## src/hw/rtl/bat_pkg.sv

```systemverilog
package bat_pkg;

  typedef enum logic [1:0] {
    KIND_ADD    = 2'd0,
    KIND_REMOVE = 2'd1,
    KIND_LOOKUP = 2'd2
  } kind_e;

  typedef enum logic [2:0] {
    ST_IDLE,
    ST_CHECK,
    ST_CMP,
    ST_RESOLVE,
    ST_MOVE,
    ST_DONE
  } state_e;

  localparam int unsigned AddrWidth  = 64;
  localparam int unsigned CountWidth = 5;

  // controller to datapath
  typedef struct packed {
    logic load;
    logic rd_idx;
    logic inc_idx;
    logic set_hit;
    logic append;
    logic rd_last;
    logic move;
    logic out_load;
    logic out_success;
  } cmd_t;

  // datapath to controller
  typedef struct packed {
    kind_e kind;
    logic  scan_end;
    logic  match;
    logic  found;
    logic  full;
    logic  out_free;
  } status_t;

endpackage

```

## src/hw/rtl/bat_ctrl.sv

```systemverilog
module bat_ctrl (
  input  logic             clk_i,
  input  logic             rst_ni,
  input  logic             in_valid_i,
  output logic             in_ready_o,
  input  bat_pkg::status_t status_i,
  output bat_pkg::cmd_t    cmd_o
);

  bat_pkg::state_e state_q, state_d;
  logic success_q, success_d;

  always_ff @(posedge clk_i or negedge rst_ni) begin
    if (!rst_ni) begin
      state_q   <= bat_pkg::ST_IDLE;
      success_q <= 1'b0;
    end else begin
      state_q   <= state_d;
      success_q <= success_d;
    end
  end

  always_comb begin
    state_d    = state_q;
    success_d  = success_q;
    in_ready_o = 1'b0;
    cmd_o      = '0;
    cmd_o.out_success = success_q;
    case (state_q)
      bat_pkg::ST_IDLE: begin
        in_ready_o = 1'b1;
        if (in_valid_i) begin
          cmd_o.load = 1'b1;
          success_d  = 1'b0;
          state_d    = bat_pkg::ST_CHECK;
        end
      end
      bat_pkg::ST_CHECK: begin
        if (status_i.scan_end) begin
          state_d = bat_pkg::ST_RESOLVE;
        end else begin
          cmd_o.rd_idx = 1'b1;
          state_d      = bat_pkg::ST_CMP;
        end
      end
      bat_pkg::ST_CMP: begin
        if (status_i.match) begin
          cmd_o.set_hit = 1'b1;
          state_d       = bat_pkg::ST_RESOLVE;
        end else begin
          cmd_o.inc_idx = 1'b1;
          state_d       = bat_pkg::ST_CHECK;
        end
      end
      bat_pkg::ST_RESOLVE: begin
        state_d = bat_pkg::ST_DONE;
        case (status_i.kind)
          bat_pkg::KIND_ADD: begin
            if (status_i.found) begin
              success_d = 1'b1;
            end else if (!status_i.full) begin
              cmd_o.append = 1'b1;
              success_d    = 1'b1;
            end
          end
          bat_pkg::KIND_REMOVE: begin
            if (status_i.found) begin
              cmd_o.rd_last = 1'b1;
              state_d       = bat_pkg::ST_MOVE;
            end
          end
          bat_pkg::KIND_LOOKUP: begin
            success_d = status_i.found;
          end
          default: begin
            success_d = 1'b0;
          end
        endcase
      end
      bat_pkg::ST_MOVE: begin
        // last entry data is in the read register now
        cmd_o.move = 1'b1;
        success_d  = 1'b1;
        state_d    = bat_pkg::ST_DONE;
      end
      bat_pkg::ST_DONE: begin
        if (status_i.out_free) begin
          cmd_o.out_load = 1'b1;
          state_d        = bat_pkg::ST_IDLE;
        end
      end
      default: begin
        state_d = bat_pkg::ST_IDLE;
      end
    endcase
  end

endmodule

```

## src/hw/rtl/bat_datapath.sv

```systemverilog
module bat_datapath #(
  parameter int unsigned TABLE_ENTRIES = 16
) (
  input  logic                                clk_i,
  input  logic                                rst_ni,
  input  logic [1:0]                          kind_i,
  input  logic [bat_pkg::AddrWidth-1:0]       address_i,
  input  bat_pkg::cmd_t                       cmd_i,
  output bat_pkg::status_t                    status_o,
  output logic                                out_valid_o,
  input  logic                                out_ready_i,
  output logic                                out_success_o,
  output logic [bat_pkg::CountWidth-1:0]      out_count_o
);

  localparam int unsigned CW = $clog2(TABLE_ENTRIES + 1);
  localparam int unsigned AW = (TABLE_ENTRIES > 1) ? $clog2(TABLE_ENTRIES) : 1;

  logic [bat_pkg::AddrWidth-1:0] mem [TABLE_ENTRIES];

  bat_pkg::kind_e                kind_q;
  logic [bat_pkg::AddrWidth-1:0] addr_q;
  logic [bat_pkg::AddrWidth-1:0] rdata_q;
  logic [CW-1:0]                 idx_q;
  logic [CW-1:0]                 count_q;
  logic [AW-1:0]                 hit_q;
  logic                          found_q;
  logic                          out_valid_q;
  logic                          out_success_q;
  logic [bat_pkg::CountWidth-1:0] out_count_q;

  logic [CW-1:0]                       last_cnt;
  logic [CW+bat_pkg::CountWidth-1:0]   count_ext;

  assign last_cnt  = count_q - {{(CW-1){1'b0}}, 1'b1};
  assign count_ext = {{bat_pkg::CountWidth{1'b0}}, count_q};

  assign status_o.kind     = kind_q;
  assign status_o.scan_end = (idx_q == count_q);
  assign status_o.match    = (rdata_q == addr_q);
  assign status_o.found    = found_q;
  assign status_o.full     = (count_q == CW'(TABLE_ENTRIES));
  assign status_o.out_free = !out_valid_q || out_ready_i;

  assign out_valid_o   = out_valid_q;
  assign out_success_o = out_success_q;
  assign out_count_o   = out_count_q;

  // request payload, scan, table write and result registers
  always_ff @(posedge clk_i) begin
    if (cmd_i.load) begin
      kind_q <= bat_pkg::kind_e'(kind_i);
      addr_q <= address_i;
    end
    if (cmd_i.set_hit) begin
      hit_q <= idx_q[AW-1:0];
    end
    if (cmd_i.rd_idx) begin
      rdata_q <= mem[idx_q[AW-1:0]];
    end else if (cmd_i.rd_last) begin
      rdata_q <= mem[last_cnt[AW-1:0]];
    end
    if (cmd_i.append) begin
      mem[count_q[AW-1:0]] <= addr_q;
    end else if (cmd_i.move) begin
      mem[hit_q] <= rdata_q;
    end
    if (cmd_i.out_load) begin
      out_success_q <= cmd_i.out_success;
      out_count_q   <= count_ext[bat_pkg::CountWidth-1:0];
    end
  end

  always_ff @(posedge clk_i or negedge rst_ni) begin
    if (!rst_ni) begin
      idx_q       <= '0;
      count_q     <= '0;
      found_q     <= 1'b0;
      out_valid_q <= 1'b0;
    end else begin
      if (cmd_i.load) begin
        idx_q   <= '0;
        found_q <= 1'b0;
      end else if (cmd_i.inc_idx) begin
        idx_q <= idx_q + {{(CW-1){1'b0}}, 1'b1};
      end
      if (cmd_i.set_hit) begin
        found_q <= 1'b1;
      end
      if (cmd_i.append) begin
        count_q <= count_q + {{(CW-1){1'b0}}, 1'b1};
      end else if (cmd_i.move) begin
        count_q <= last_cnt;
      end
      if (cmd_i.out_load) begin
        out_valid_q <= 1'b1;
      end else if (out_ready_i) begin
        out_valid_q <= 1'b0;
      end
    end
  end

  a_count_bound: assert property (@(posedge clk_i) disable iff (!rst_ni)
    count_q <= CW'(TABLE_ENTRIES))
    else $error("fill count above table size");

  a_append_not_full: assert property (@(posedge clk_i) disable iff (!rst_ni)
    cmd_i.append |-> (count_q != CW'(TABLE_ENTRIES)))
    else $error("append into full table");

  a_move_needs_hit: assert property (@(posedge clk_i) disable iff (!rst_ni)
    cmd_i.move |-> (found_q && (count_q != '0)))
    else $error("move without a matching entry");

  a_result_slot_free: assert property (@(posedge clk_i) disable iff (!rst_ni)
    cmd_i.out_load |-> (!out_valid_q || out_ready_i))
    else $error("result overwrites a pending result");

endmodule

```

## src/hw/rtl/breakpoint_address_table_unit.sv

```systemverilog
// channel   dir  signals                    contents
// s_axis    in   tvalid tready tdata tuser  tdata address, tuser kind
// m_axis    out  tvalid tready tdata        tdata success, entries_in_use
//
// a request scans the table from entry 0 up to the fill count, stopping at the first
// match, and then resolves; a remove that hits adds a move step that copies the last
// entry into the matched slot
// the scan reads one table entry at a time through the single read port
// reset clears the fill count but not the entries; entries at or above the count are never read
// a stalled result is held in the output register; the next request is taken
// meanwhile and waits at its end until the output register is free
module breakpoint_address_table_unit #(
  parameter int unsigned TABLE_ENTRIES = 16
) (
  input  logic        clk_i,
  input  logic        rst_ni,
  input  logic        s_axis_tvalid,
  output logic        s_axis_tready,
  input  logic [63:0] s_axis_tdata,  // [63:0] address
  input  logic [1:0]  s_axis_tuser,  // [1:0] kind
  output logic        m_axis_tvalid,
  input  logic        m_axis_tready,
  output logic [7:0]  m_axis_tdata   // [0] success, [5:1] entries_in_use, [7:6] zero
);

  bat_pkg::cmd_t    cmd;
  bat_pkg::status_t status;
  logic             out_success;
  logic [bat_pkg::CountWidth-1:0] out_count;

  bat_ctrl u_ctrl (
    .clk_i      (clk_i),
    .rst_ni     (rst_ni),
    .in_valid_i (s_axis_tvalid),
    .in_ready_o (s_axis_tready),
    .status_i   (status),
    .cmd_o      (cmd)
  );

  bat_datapath #(
    .TABLE_ENTRIES (TABLE_ENTRIES)
  ) u_datapath (
    .clk_i         (clk_i),
    .rst_ni        (rst_ni),
    .kind_i        (s_axis_tuser),
    .address_i     (s_axis_tdata),
    .cmd_i         (cmd),
    .status_o      (status),
    .out_valid_o   (m_axis_tvalid),
    .out_ready_i   (m_axis_tready),
    .out_success_o (out_success),
    .out_count_o   (out_count)
  );

  assign m_axis_tdata = {2'b00, out_count, out_success};

endmodule
```

## config.mk

```make
export PLATFORM = sky130hd
export DESIGN_NAME = breakpoint_address_table_unit
export DESIGN_NICKNAME = d
export VERILOG_FILES = /design/src/hw/rtl/bat_pkg.sv /design/src/hw/rtl/bat_ctrl.sv /design/src/hw/rtl/bat_datapath.sv /design/src/hw/rtl/breakpoint_address_table_unit.sv
export SDC_FILE = /design/constraint.sdc
export NUM_CORES = 2
export LEC_CHECK = 0
export BUFFER_PORTS_ARGS = -buffer_cell sky130_fd_sc_hd__clkbuf_2
export CORE_MARGIN = 1
export CORE_UTILIZATION = 40
export DETAILED_ROUTE_END_ITERATION = 7
export HOLD_SLACK_MARGIN = 0.15
export PLACE_DENSITY = 0.58
export SETUP_SLACK_MARGIN = 0.2
export SLEW_MARGIN = 20
export SYNTH_ARGS = -nofsm -noshare
export SYNTH_HDL_FRONTEND = slang
export SYNTH_HIERARCHICAL = 1
export SYNTH_SLANG_ARGS = --single-unit
```

## constraint.sdc

```tcl
create_clock -name clk_i -period 5.9 [get_ports clk_i]
set_input_delay 0.59 -clock clk_i [delete_from_list [all_inputs] [get_ports clk_i]]
set_output_delay 0.59 -clock clk_i [all_outputs]
set_load 0.01 [all_outputs]
```

After elaboration in Yosys (flattened, before gate mapping)
Memories as Yosys holds them, arrays and structs flattened.
Index checks and enable logic that the tools add are counted.
Widths: inputs -> output; s select.
- multiplexer cells: 47
- $add $sub $neg: 3
- eq/ne operators: 14
- reductions and logical operators: 13
- operators with widths (cell ; count):
    $mux 64 ; 3
    $eq 64x64->1 ; 1
    $reduce_or 64->1 ; 1
    $mux 1 ; 31
    $mux 5 ; 4
    $pmux 3 s6 ; 1
    $add 5x1->5 const B ; 2
    $reduce_bool 2->1 ; 5
    $eq 3x2->1 const B ; 2
    $eq 3x3->1 const B ; 2
    $mux 2 ; 3
    $mux 3 ; 2
    $ne 2x2->1 const B ; 3
    $pmux 1 s3 ; 2
    $eq 5x5->1 ; 1
    $eq 5x5->1 const B ; 1
    $sub 5x1->5 const B ; 1
    $mux 4 ; 1
    $ne 4x3->1 const B ; 1
    $reduce_and 4->1 ; 1
    $eq 3x1->1 const B ; 1
    $logic_not 3->1 ; 1
    $reduce_bool 3->1 ; 1
    $eq 2x1->1 const B ; 1
    5 further kinds ; 5
- output and inout bits: 10
- memories: 1
- bits in writable memories: 1024
- word-level logic and storage cells: 90
- input bits: 70
- bits in registers: 156
- memories (name ; words ; width ; read ports ; clocked after memory_dff ; write ports ; line ; text):
    u_datapath.mem ; 16 ; 64 ; 2 ; 0 ; 1 ; bat_datapath.sv:19 ; logic [bat_pkg::AddrWidth-1:0] mem [TABLE_ENTRIES];

Longest topological paths before layout
- word-level depth: 9
- depth in mapped cells: 15

By module
The synthesis kept the hierarchy.
- by module, submodules not included (module ; times used ; cells an instance ; area an instance (um^2)):
    bat_datapath ; 1 ; 2916 ; 53839.1
    bat_ctrl ; 1 ; 41 ; 332.8
    breakpoint_address_table_unit ; 1 ; 4 ; 26.3

Least setup slack after synthesis
Ideal clock, no wire load.
- kind: register -> register
- start: register u_datapath.count_q[0]
- end: memory u_datapath/mem[6][0] (netlist bit) (enable)
- data required time: 5413 ps
- arrival time: 4823 ps
- stages on the path, launching flop included: 12
- setup slack: 590 ps
- cells stage by stage: dfrtp_1 > buf_2 > buf_4 > buf_2 > inv_1 > ha_1 > and3_1 > nor2b_1 > clkbuf_1 > nor3b_1 > a31oi_1 > nor2_1
- RTL lines (what ; line ; text):
    from (decl) ; bat_datapath.sv:25 ; logic [CW-1:0] count_q;
    from (signal assigned) ; bat_datapath.sv:91 ; count_q <= count_q + {{(CW-1){1'b0}}, 1'b1};
    from (signal assigned) ; bat_datapath.sv:93 ; count_q <= last_cnt;
    to (decl) ; bat_datapath.sv:19 ;

==> impl_metrics.prom <==
# TYPE chip_impl_metric gauge
chip_impl_metric{name="drtIter0Drc",unit=""} 3525
chip_impl_metric{name="floorplan.die.width",unit="um"} 370
chip_impl_metric{name="timing_worst_slew_pin_value",unit="ns"} 1.15
chip_impl_metric{name="finalHoldViolCount",unit=""} 0
chip_impl_info{name="grt_setup_unrepaired",value="false"} 1
chip_impl_info{name="synth.cells.most_frequent",value="1164 x sky130_fd_sc_hd__edfxtp_1, 448 x sky130_fd_sc_hd__mux4_2, 390 x sky130_fd_sc_hd__nand2_1"} 1
chip_impl_metric{name="synthToLayoutAreaGrowth",unit="%"} 13.8
chip_impl_metric{name="die_height",unit="um"} 370
chip_impl_metric{name="initial_utilization",unit=""} 0.405
chip_impl_metric{name="final_min_period_over_clock_period",unit=""} 0.826
chip_impl_metric{name="preCtsSetupSlack",unit="ns"} 1.09
chip_impl_metric{name="setup_viol_count_final",unit=""} 0
chip_impl_metric{name="maxCapViolations",unit=""} 0
chip_impl_metric{name="maxClockFrequency",unit="GHz"} 0.205
chip_impl_metric{name="grt_antenna_before_repair",unit=""} 2
chip_impl_metric{name="final.setup_skew",unit="ns"} 0.0348
chip_impl_metric{name="critPathRequiredTime",unit="ns"} 6.29
chip_impl_metric{name="synth.avg_cell_area",unit="sq um"} 18.3
chip_impl_metric{name="io_buffers",unit=""} 77
chip_impl_metric{name="leakagePower",unit="uW"} 0.0194
chip_impl_metric{name="rows",unit=""} 134
chip_impl_metric{name="finalCriticalPeriod",unit="ns"} 4.88
chip_impl_metric{name="drt_drc_violations_left",unit=""} 0
chip_impl_metric{name="power.density_cell_area",unit="mW/mm^2"} 536
chip_impl_metric{name="maxSlewHeadroom",unit=""} 0.231
chip_impl_info{name="synthMostInstantiatedCell",value="sky130_fd_sc_hd__edfxtp_1"} 1
chip_impl_metric{name="place_congestion",unit=""} 0.789
chip_impl_metric{name="dp_hpwl",unit="mm"} 84.6
chip_impl_metric{name="tritoncts.num_buffers",unit=""} 132
chip_impl_metric{name="yosysSeqAreaShare",unit=""} 0.652
chip_impl_info{name="worst_setup_path_start_kind",value="flop"} 1
chip_impl_metric{name="clk_pin_slew",unit="ns"} 0.05
chip_impl_metric{name="power.ir.vdd_worst",unit="uV"} 613
chip_impl_metric{name="synth-edff-count",unit=""} 1164
chip_impl_metric{name="overflow",unit=""} 0
chip_impl_metric{name="nFillCells",unit=""} 11200
chip_impl_metric{name="wl_per_cell",unit="um"} 31.4
chip_impl_metric{name="largest_net_degree_at_the_start_of_global_routing",unit=""} 99
chip_impl_info{name="end_kind",value="flop"} 1
chip_impl_metric{name="yosys_top_cell_area_share",unit=""} 0.645
chip_impl_metric{name="via_count",unit=""} 31200
chip_impl_metric{name="final-max-slew-violation-count",unit=""} 0
chip_impl_metric{name="timing.critical_path.fanout_max",unit=""} 51
chip_impl_metric{name="nNetsFinal",unit=""} 3172
chip_impl_metric{name="asyncSetResetFlopFracSynth",unit=""} 0.0136
chip_impl_metric{name="synth.distinct_cells",unit=""} 54
chip_impl_metric{name="ys.warnings.count",unit=""} 6
chip_impl_metric{name="fin_util",unit=""} 0.460
chip_impl_info{name="cts_tree",value="yes"} 1
chip_impl_metric{name="final_layout_size_suffix_gt1_frac",unit=""} 0.279
chip_impl_metric{name="route.antenna.remaining_nets",unit=""} 0
chip_impl_info{name="root_buffer",value="sky130_fd_sc_hd__clkbuf_16"} 1
chip_impl_metric{name="tns",unit="ns"} 0
chip_impl_metric{name="routed_wirelength",unit="mm"} 156
chip_impl_metric{name="finalWorstSetupSlack",unit="ns"} 1.02
chip_impl_metric{name="number_of_global_route_vias_before_repair",unit=""} 32200
chip_impl_metric{name="wire_length_of_the_first_global_routing_pass",unit="mm"} 226
chip_impl_info{name="min_delay_path_class",value="primary input to flop"} 1
chip_impl_metric{name="cts-htree-levels",unit=""} 4
chip_impl_metric{name="die_area",unit="sq mm"} 0.137
chip_impl_info{name="synth.largest_area_cell",value="sky130_fd_sc_hd__edfxtp_1"} 1
chip_impl_info{name="yosys-top-cells-area",value="sky130_fd_sc_hd__edfxtp_1 64%, sky130_fd_sc_hd__mux4_2 19%, sky130_fd_sc_hd__mux2i_1 3.6%, sky130_fd_sc_hd__nand2_1 2.7%, sky130_fd_sc_hd__mux2_2 1.3%"} 1
chip_impl_metric{name="data_arrival_time_of_the_critical_path",unit="ns"} 5.26
chip_impl_metric{name="syn-instance-count",unit=""} 2961
chip_impl_info{name="ys_dominant_reg_cell",value="sky130_fd_sc_hd__edfxtp_1"} 1
chip_impl_metric{name="drt-vias-per-instance",unit=""} 6.27
chip_impl_metric{name="netlist_area_before_placement",unit="sq mm"} 0.0542
chip_impl_metric{name="top_level_ports",unit=""} 80
chip_impl_metric{name="coreArea",unit="sq mm"} 0.134
chip_impl_metric{name="ys_seq_elements",unit=""} 1180
chip_impl_metric{name="globalRouteTotalUtil",unit=""} 0.229
chip_impl_metric{name="drt-pass1-iter-count",unit=""} 8
chip_impl_metric{name="clk-insertion-delay-late",unit="ns"} 0.77
chip_impl_info{name="run_status",value="completed"} 1
chip_impl_metric{name="cts_buffer_depth",unit=""} 3
chip_impl_metric{name="cts_sinks",unit=""} 1180
chip_impl_metric{name="post_cts_resize_count",unit=""} 0
chip_impl_info{name="critical_path_class",value="flop to flop"} 1
==> routing by layer <==
metal	vias up	share of wire	global-route usage
met1	16800	0.42	0.324
met5	-	0.00022	0
met2	1537	0.47	0.361
met4	4	0.030	0.0749
met3	286	0.078	0.0391
li1	12600	-	-
==> worst max-delay path, stage by stage, from the launching register on <==
cell	delay, ns
sky130_fd_sc_hd__dfrtp_1	0.56
sky130_fd_sc_hd__nand3b_1	0.26
sky130_fd_sc_hd__nor4_1	0.51
sky130_fd_sc_hd__nor2b_1	0.78
sky130_fd_sc_hd__nand2b_4	0.73
sky130_fd_sc_hd__a31oi_1	0.47
sky130_fd_sc_hd__nor2_4	0.65
sky130_fd_sc_hd__buf_12	0.49
==> logic make-up (layout without fill, tap and decap cells) <==
group	Yosys count	after routing	synth area share
DFF	1180	1180	0.652
muxes	705	705	0.235
and+or+nand+nor	481	481	0.0365
AOI/OAI and AO/OA	280	280	0.0387
buffers and inverters	231	468	0.0236
xor gates and xnor gates	79	79	0.0128
adders and majority gates	4	4	0.000923
other	1	3	0.0000692
==> worst paths after layout <==
check / to / start / depth (start not counted) / slack, ns
max reg2reg: u_datapath/mem[10][41] / u_ctrl/state_q[0] / 7 / 1.02
max: u_datapath/mem[10][41] / u_ctrl/state_q[0] / 7 / 1.02
min: u_ctrl/state_q[0] / s_axis_tvalid / 5 / 0.31
max in group asynchronous: u_datapath/idx_q[0] / rst_ni / 2 / 5.21
min in group asynchronous: u_datapath/idx_q[3] / rst_ni / 2 / 0.34
min reg2reg: u_datapath/out_success_o / u_ctrl/success_q / 0 / 0.47
==> report_power, final <==
part / leakage (uW) / internal, uW / total [uW] / switching [uW]
sequential: 0.0107 / 11000 / 11700 / 657
combinational: 0.00657 / 5470 / 13300 / 7860
clock: 0.00207 / 4750 / 8080 / 3330
total: 0.0194 / 21200 / 33100 / 11800
==> metrics by stage <==
step | cell area [sq um] | std cells | hold slack, ns | power [uW]
final | 61700 | 4968 | 0.314 | 33100
after detailed placement | 56700 | 4663 | 0.463 | 25000
after floorplan | 54200 | 2962 | 0.294 | 20900
after CTS | 61700 | 4966 | 0.256 | 33200
after global placement | 56700 | 4663 | 0.472 | 24700
after global routing | 61700 | 4967 | 0.340 | 34300
==> repair_timing <==
| item | in CTS | in global routing |
|---|---|---|
| setup buffers | 0 | 0 |
| hold buffers | 68 | 0 |
| endpoints found under the hold margin | 83 | 0 |
==> cell type report <==
cell class / count / area (sq um) / share of cell area
diodes: 1 / 2.50 / 0.0000406
clock buffers: 162 / 3540 / 0.0574
clock inverters: 73 / 699 / 0.0113
inverters: 5 / 20.0 / 0.000325
multi-input cells: 1551 / 17800 / 0.288
flip-flops and latches: 1180 / 35400 / 0.573
well taps: 1768 / 2210 / 0.0359
repair buffers: 228 / 2060 / 0.0334
==> cell usage in the layout (no fill, tap or decap), types with 4 or more instances in the layout <==
cell type	count
sky130_fd_sc_hd__nor3_1	5
sky130_fd_sc_hd__edfxtp_1	1164
sky130_fd_sc_hd__nor3b_1	4
sky130_fd_sc_hd__inv_1	4
sky130_fd_sc_hd__a31oi_1	71
sky130_fd_sc_hd__bufinv_16	11
sky130_fd_sc_hd__clkbuf_1	24
sky130_fd_sc_hd__clkinv_2	25
sky130_fd_sc_hd__dlygate4sd3_1	68
sky130_fd_sc_hd__buf_12	28
sky130_fd_sc_hd__a221oi_1	64
sky130_fd_sc_hd__clkinvlp_4	4
sky130_fd_sc_hd__dfrtp_1	11
sky130_fd_sc_hd__mux2_2	64
sky130_fd_sc_hd__nor4_1	18
sky130_fd_sc_hd__clkinv_8	4
sky130_fd_sc_hd__xor2_1	71
sky130_fd_sc_hd__dfrtp_4	5
sky130_fd_sc_hd__clkbuf_16	138
sky130_fd_sc_hd__xnor2_1	6
sky130_fd_sc_hd__o21ai_0	63
sky130_fd_sc_hd__nand2_1	390
sky130_fd_sc_hd__nand4_1	7
sky130_fd_sc_hd__buf_4	54
sky130_fd_sc_hd__clkbuf_2	77
sky130_fd_sc_hd__mux2i_1	193
sky130_fd_sc_hd__a32o_1	64
sky130_fd_sc_hd__nor2_4	18
sky130_fd_sc_hd__nor2b_1	5
sky130_fd_sc_hd__mux4_2	448
sky130_fd_sc_hd__nor2_1	12
sky130_fd_sc_hd__clkinv_1	26
==> sequential cells by signal, indices dropped and copies added (netlist names), 2 cells and up <==
signal                  flops
u_ctrl/state_q              3
u_datapath/addr_q          64
u_datapath/count_q          5
u_datapath/hit_q            4
u_datapath/idx_q            5
u_datapath/kind_q           2
u_datapath/mem           1024
u_datapath/out_count_o      5
u_datapath/rdata_q         64
(Power assumes the default switching activity.)
